<file path="config.mk">
export PLATFORM = sky130hd
export DESIGN_NAME = pvk_mul
export DESIGN_NICKNAME = d
export VERILOG_FILES = /design/src/rtl/pos_vel_kalman_filter_unit_assert.svh /design/src/rtl/pvk_pkg.sv /design/src/rtl/pvk_mul.sv
export SDC_FILE = /design/constraint.sdc
export NUM_CORES = 2
export LEC_CHECK = 0
export ABC_CLOCK_PERIOD_IN_PS = 14300
export BUFFER_PORTS_ARGS = -buffer_cell sky130_fd_sc_hd__clkbuf_2
export CAP_MARGIN = 20
export CORE_MARGIN = 2
export CORE_UTILIZATION = 23
export DETAILED_ROUTE_END_ITERATION = 12
export PLACE_DENSITY = 0.36
export SETUP_SLACK_MARGIN = 0.4
export SLEW_MARGIN = 10
export SYNTH_ARGS = -nofsm -noshare
export SYNTH_HDL_FRONTEND = slang
export SYNTH_SLANG_ARGS = --single-unit
</file>
<file path="constraint.sdc">
create_clock -name clk -period 14.3 [get_ports clk]
set_input_delay 1.43 -clock clk [delete_from_list [all_inputs] [get_ports clk]]
set_output_delay 1.43 -clock clk [all_outputs]
set_load 0.02 [all_outputs]
</file>
<file path="src/rtl/pos_vel_kalman_filter_unit_assert.svh">
// Assertion macros shared by the filter RTL.
// Each expects clk and rst_n in scope.
`ifndef POS_VEL_KALMAN_FILTER_UNIT_ASSERT_SVH
`define POS_VEL_KALMAN_FILTER_UNIT_ASSERT_SVH

// Consequent holds in the same cycle as the antecedent.
`define PVK_ASSERT_NOW(label, ante, cons) \
    label: assert property (@(posedge clk) disable iff (!rst_n) (ante) |-> (cons)) \
        else $error("pvk: same-cycle check failed");

// Consequent holds in the cycle after the antecedent.
`define PVK_ASSERT_NEXT(label, ante, cons) \
    label: assert property (@(posedge clk) disable iff (!rst_n) (ante) |=> (cons)) \
        else $error("pvk: next-cycle check failed");

`endif

</file>
<file path="src/rtl/pvk_pkg.sv">
package pvk_pkg;

    localparam int FRAC_BITS  = 24;
    localparam int ACCEL_FRAC = 16;

    // product magnitude clamp, 2^60, needs 61 bits
    localparam int TERM_W = 61;
    localparam int SH_W   = 6;
    localparam int DT2_W  = 64 - FRAC_BITS;
    localparam int DIV_CNT_W = $clog2(FRAC_BITS + 1);

    typedef logic [127:0] wide_t;

    localparam wide_t TERM_LIM = 128'd1 << 60;
    // floor(1e-7 * 2^(2F))
    localparam wide_t EPS_DET  = (128'd1 << (2 * FRAC_BITS - 4)) / 128'd625000;

    localparam logic signed [63:0] S56_MAX = 64'sh007F_FFFF_FFFF_FFFF;
    localparam logic signed [63:0] S56_MIN = 64'shFF80_0000_0000_0000;
    localparam logic [63:0]        U48_MAX = 64'h0000_FFFF_FFFF_FFFF;

    // configuration register indexes
    localparam int CFG_IDX_W = 2;
    localparam logic [CFG_IDX_W-1:0] CFG_ACCEL_STD = 2'd0;
    localparam logic [CFG_IDX_W-1:0] CFG_POS_MEAS  = 2'd1;
    localparam logic [CFG_IDX_W-1:0] CFG_VEL_MEAS  = 2'd2;

    localparam logic MODE_PREDICT = 1'b0;

    // status of a shared multi-cycle unit
    typedef struct packed {
        logic busy;
        logic done;
    } unit_status_t;

    // shift right, clamp magnitude to 2^60
    function automatic logic [TERM_W-1:0] shr_clamp(wide_t x, logic [SH_W-1:0] sh);
        wide_t s;
        s = x >> sh;
        if (s > TERM_LIM)
            return TERM_LIM[TERM_W-1:0];
        return s[TERM_W-1:0];
    endfunction

    function automatic logic [55:0] sat56(logic signed [63:0] x);
        if (x > S56_MAX)
            return S56_MAX[55:0];
        else if (x < S56_MIN)
            return S56_MIN[55:0];
        return x[55:0];
    endfunction

    function automatic logic [47:0] sat48(logic [63:0] x);
        if (x > U48_MAX)
            return U48_MAX[47:0];
        return x[47:0];
    endfunction

    function automatic logic [63:0] abs64(logic signed [63:0] x);
        if (x < 0)
            return 64'(-x);
        return 64'(x);
    endfunction

endpackage

</file>
<file path="src/rtl/pvk_mul.sv">
// 64x64 unsigned multiply on one 32x32 multiplier, one partial product per cycle
module pvk_mul
(
    input  logic                 clk,
    input  logic                 rst_n,
    input  logic                 start,
    input  logic [63:0]          op_a,
    input  logic [63:0]          op_b,
    output pvk_pkg::wide_t       product,
    output pvk_pkg::unit_status_t status
);

    logic [63:0]    a_reg, b_reg;
    pvk_pkg::wide_t acc_reg;
    logic [1:0]     idx_reg;
    logic           busy_reg, done_reg;

    logic [31:0]    a_half, b_half;
    logic [63:0]    pp;
    pvk_pkg::wide_t pp_shifted;

    // pick halves: ll, lh, hl, hh
    always_comb
    begin
        a_half = idx_reg[1] ? a_reg[63:32] : a_reg[31:0];
        b_half = idx_reg[0] ? b_reg[63:32] : b_reg[31:0];
        pp     = 64'(a_half) * 64'(b_half);
        case (idx_reg)
            2'd0:    pp_shifted = 128'(pp);
            2'd1,
            2'd2:    pp_shifted = 128'(pp) << 32;
            default: pp_shifted = 128'(pp) << 64;
        endcase
    end

    always_ff @(posedge clk or negedge rst_n)
    begin
        if (!rst_n)
        begin
            a_reg    <= '0;
            b_reg    <= '0;
            acc_reg  <= '0;
            idx_reg  <= '0;
            busy_reg <= 1'b0;
            done_reg <= 1'b0;
        end
        else
        begin
            done_reg <= 1'b0;
            if (start)
            begin
                a_reg    <= op_a;
                b_reg    <= op_b;
                acc_reg  <= '0;
                idx_reg  <= '0;
                busy_reg <= 1'b1;
            end
            else if (busy_reg)
            begin
                acc_reg <= acc_reg + pp_shifted;
                idx_reg <= idx_reg + 2'd1;
                if (idx_reg == 2'd3)
                begin
                    busy_reg <= 1'b0;
                    done_reg <= 1'b1;
                end
            end
        end
    end

    assign product     = acc_reg;
    assign status.busy = busy_reg;
    assign status.done = done_reg;

endmodule

</file>
; After elaboration in Yosys (flattened, before gate mapping)
; Index checks and enable logic that the tools add are counted.
[word_totals]
register_bits = 260
output_inout_bits = 130
wordCells = 28
[classes]
n_addsub = 2
mul = 1
eq_ne = 3
muxes = 13
n_reduce_logical = 3
[op_table]
columns = cell, n
row1 = 128-bit 2-to-1 mux, 2
row2 = 128-bit one-hot mux with 2 select lines, 1
row3 = 128-bit adder, 1
row4 = 32-bit by 32-bit multiplier with 64-bit output, 1
row5 = 32-bit 2-to-1 mux, 2
row6 = 1-bit 2-to-1 mux, 6
row7 = 2-bit == test (second input constant), 2
row8 = 2-bit 2-to-1 mux, 2
row9 = 2-bit by 1-bit adder with 2-bit output (second input constant), 1
row10 = 2-bit by 1-bit == test with 1-bit output (second input constant), 1
row11 = 2-bit logical NOT, 1
row12 = 2-bit nonzero test, 1
row13 = 2-bit OR reduction, 1

; Logic depth before layout (Yosys ltp)
[logic_depth]
ltp_word = 6
depth_mapped = 46

; Worst setup path before layout
; OpenSTA, ideal clock, no wires.
[synth_path]
kind = reg2reg
start = register idx_reg[1]
end = register acc_reg[113], in the netlist product[113]
setup_time_ns = 0.133
arrival_ns = 11.406
slack_ns = 2.761
stages_incl_launch_ff = 44
n_path_buf = 6
period_less_slack_ns = 11.539
cell_sequence = dfrtp_1 -> clkbuf_1 -> clkbuf_1 -> buf_1 -> mux2i_1 -> clkbuf_1 -> nor2_1 -> fa_1 -> inv_1 -> fa_1 -> fa_1 -> fa_1 -> inv_1 -> fa_1 -> inv_1 -> fa_1 -> inv_1 -> fa_1 -> [... 8 more ...] -> o21a_1 -> nand3b_1 -> a41oi_1 -> o21ai_1 -> xor2_1 -> a22o_1 -> ha_1 -> buf_2 -> nand4_1 -> or4_4 -> or3_1 -> or4_4 -> a311oi_2 -> o21ai_1 -> o21ai_2 -> a21oi_1 -> xnor2_1 -> o21ai_0
[synth_between]
elab_chain_len = 6
word_cells_on_any_way = 10
classes_between = add/sub (1) / mul (1) / eq/ne (2) / mux (4) / reduce/logical (2)
[synth_rtl]
columns = element, line_no
row1 = "start, declared", pvk_mul.sv:15  ; logic [1:0] idx_reg;
row2 = "start signal, assigned", pvk_mul.sv:61  ; idx_reg <= idx_reg + 2'd1;
row3 = 32-bit 2-to-1 mux (tied with other cells), pvk_mul.sv:25  ; a_half = idx_reg[1] ? a_reg[63:32] : a_reg[31:0];
row4 = 32-bit by 32-bit multiplier with 64-bit output / 2-bit OR reduction (equally long branches), "pvk_mul.sv:27, pvk_mul.sv:28"
row5 = 128-bit one-hot mux with 2 select lines (*), pvk_mul.sv:28  ; case (idx_reg)
row6 = 128-bit adder (*), pvk_mul.sv:60  ; acc_reg <= acc_reg + pp_shifted;
row7 = 128-bit 2-to-1 mux (*), pvk_mul.sv:58  ; else if (busy_reg)
row8 = 128-bit 2-to-1 mux (*), pvk_mul.sv:50  ; if (start)
row9 = "end signal, assigned", pvk_mul.sv:60
row10 = "end, declared", pvk_mul.sv:14  ; pvk_pkg::wide_t acc_reg;
; Mark *: on every way between the ends. The rest lies on a longest branch, timed or not. The select of a mux whose other input is x is not followed.
; A chain may end at the register's enable or synchronous reset.

; Final worst setup path
[layout_path]
start = register idx_reg[1]
end = register acc_reg[127], in the netlist product[127]
; The elaborated chain is that of the path after synthesis.

==> impl_metrics.toml <==
[sta]
max_freq_ghz = 0.0753
postLayoutSetupSlackWorst_ns = 1.02
min_period_ns = 13.28
timing_hold_violations_final = 0
holdWs_ns = 0.504
worstMarginPinSlew_ns = 1.08
slew_violations = 0
fin_crit_sh_pct = 92.9
fin_tns_setup_ns = 0
skew_ns = 0.0834
rsz0062_at_grt = "false"
finalSetupViolCount = 0
slew_headroom_pct = 26.1

[worst_hold_path]
holdPathEnd = "b_reg[57]$_DFFE_PN0P_"
whs_path_depth = 1
hp-class = "flop to flop"
hp-start = "b_reg[57]$_DFFE_PN0P_"

[run_status]
status = "finished, final reports clean"

[clock_tree]
insertion_delay_ns = 0.67
htree_levels = 2
cts_buffer_depth = 3
cts-root-buf = "clkbuf_16"
cts_hold_buf = 0
cts.sinks = 260
cts_buffers = 37
clkTransAtPathRegs_ns = 0.06
cts_tree = "built"

[job]
drv_cap = 0

[global_route]
antenna_found_initial = 1
grt_max_degree = 87
overflow = 0
grtUsageTotal_pct = 19.7
grt_pass1_vias = 45700
grt_pass1_wl_um = 334000

[synth]
synth_seq_cells = 260
ys_seq_area_share_pct = 12.4
synth_cells = 6014
ys_types = 80
syn_area_sq_mm = 0.0523
synth_top_area_share_pct = 34.3
yosysTopAreaCell = "fa_1"
synth_area_leaders = "fa_1 34%, dfrtp_1 12%, ha_1 9.4%, inv_1 6.5%, nor2_1 5.7%"
avgSynthCellArea_sq_um = 8.69
syn_nets = 7434
yosysWarnings = 0
synth_commonest_cells = "912 x inv_1, 897 x fa_1, 798 x nor2_1"
synth-edff-count = 0
async_flop_share_pct = 100
yosysMostFrequentCell = "inv_1"
ys.flop_type = "dfrtp_1"

[worst_setup_path]
startpoint_type = "flop"
critical_path.endpoint_type = "flop"
reg2regPathDepth = 40
worstPathRequired_ns = 14.86
crit_slowest_cell = "dfrtp_4"
r2r_slack_ns = 1.02
reg2reg_to = "product[127]$_DFFE_PN0P_"
cp_data_arrival_time_ns = 13.85
cp_max_fo = 21
cpMostUsedCell = "fa_1"
path_class = "flop to flop"
reg2reg_from = "idx_reg[1]$_DFFE_PN0P_"
cpPeakStageDelay_ns = 0.75

[floorplanning]
core_area_sq_mm = 0.227
die_w_um = 481
ioPinCount = 261
dieArea_sq_mm = 0.231
die_y_um = 481
start_util_pct = 23.1
rows = 175

[route]
via_count = 43400
via_per_inst = 4.75
drc = 0
routedWlPerCell_um = 24.9
drt_wl_total_um = 228000
firstDrtPassIters = 5
postRouteAntennaNets = 0
drtIter0Drc = 2977

[finish]
largest_register_ffs = 128
nNetsFinal = 7526
finalNonFillerCells = 9142
num_antenna_cells = 0
layout-drive-gt1-share_pct = 11.9
area_delta_synth_final_pct = 12.3

[place]
gp_congestion = 0.883
place_worst_setup_slack_ns = 0.286
hpwl_um = 193000
dpl.cell_count = 9074
portBuffers = 260
cell type report:
| type | count | area (sq um) |
|---|---|---|
| Clock inverter | 15 | 201 |
| Tap cell | 3009 | 3760 |
| Multi-Input combinational cell | 4503 | 41400 |
| Clock buffer | 51 | 1070 |
| Inverter | 913 | 3430 |
| Sequential cell | 260 | 6520 |
| Timing Repair Buffer | 391 | 2370 |
| Fill cell | 24600 | 168000 |
stage by stage:
step | utilization (%) | instance area [sq um]
finish | 25.9 | 58700
global route | 25.9 | 58700
CTS | 25.9 | 58700
detailed placement | 25.3 | 57400
global placement | 25.3 | 57400
floorplan | - | 52300
layer usage:
metal,GRT usage [%],wire length (um)
met1,28.2,107000
met2,32.1,106000
met3,1.79,9070
met4,4.17,5600
met5,0,0
placed cells by master (no fill, tap or decap), drive strengths merged, types with 31 or more instances in the layout:
master and n:
mux2i 122, xor2 72, a21oi 271, inv 914
o21a 31, a21o 96, nor3 35, o21bai 38
ha 392, xnor2 102, nand2 694, and2 48
dfrtp 260, mux2 190, buf 133, nand3 39
nor2 798, o21ai 234, nand4 98, fa 897
clkbuf 309
cell families (layout without fill, tap and decap cells):
| kind of cell | Yosys count | in the layout | synth area share (%) |
|---|---|---|---|
| compound gates | 882 | 882 | 10.5 |
| xor+xnor | 174 | 174 | 2.91 |
| fa+ha+maj | 1289 | 1289 | 43.7 |
| buf+inv | 1251 | 1370 | 9.05 |
| flops | 260 | 260 | 12.4 |
| mux | 312 | 312 | 6.43 |
| simple gates | 1846 | 1846 | 14.9 |
worst max-delay path by stage:
| stage | start | end | slack (ns) | cells after the start |
|---|---|---|---|---|
| floorplan | idx_reg[1]$_DFFE_PN0P_ | product[113]$_DFFE_PN0P_ | 2.76 | 43 |
| detailed placement | idx_reg[0]$_DFFE_PN0P_ | product[95]$_DFFE_PN0P_ | 0.29 | 39 |
| global route | idx_reg[1]$_DFFE_PN0P_ | product[113]$_DFFE_PN0P_ | 0.42 | 38 |
| global placement | idx_reg[0]$_DFFE_PN0P_ | product[95]$_DFFE_PN0P_ | 0.32 | 39 |
| CTS | idx_reg[0]$_DFFE_PN0P_ | product[95]$_DFFE_PN0P_ | 0.41 | 39 |
| finish | idx_reg[1]$_DFFE_PN0P_ | product[127]$_DFFE_PN0P_ | 1.02 | 40 |
critical path, delay by kind of cell (launching register included):
| family | cells | cell delay, ns |
|---|---|---|
| simple gates | 7 | 2.33 |
| flops | 1 | 0.75 |
| mux | 1 | 0.26 |
| buf+inv | 7 | 1.24 |
| fa+ha+maj | 10 | 4.98 |
| compound gates | 15 | 3.54 |
what timing repair did:
action,CTS,global route
setup endpoints to repair,4,13
resized for setup,1,4
setup buffers,0,1
Power is left out: the tool's default activity adds up to more than one toggle a clock period on the data nets, which glitch-free logic cannot reach.
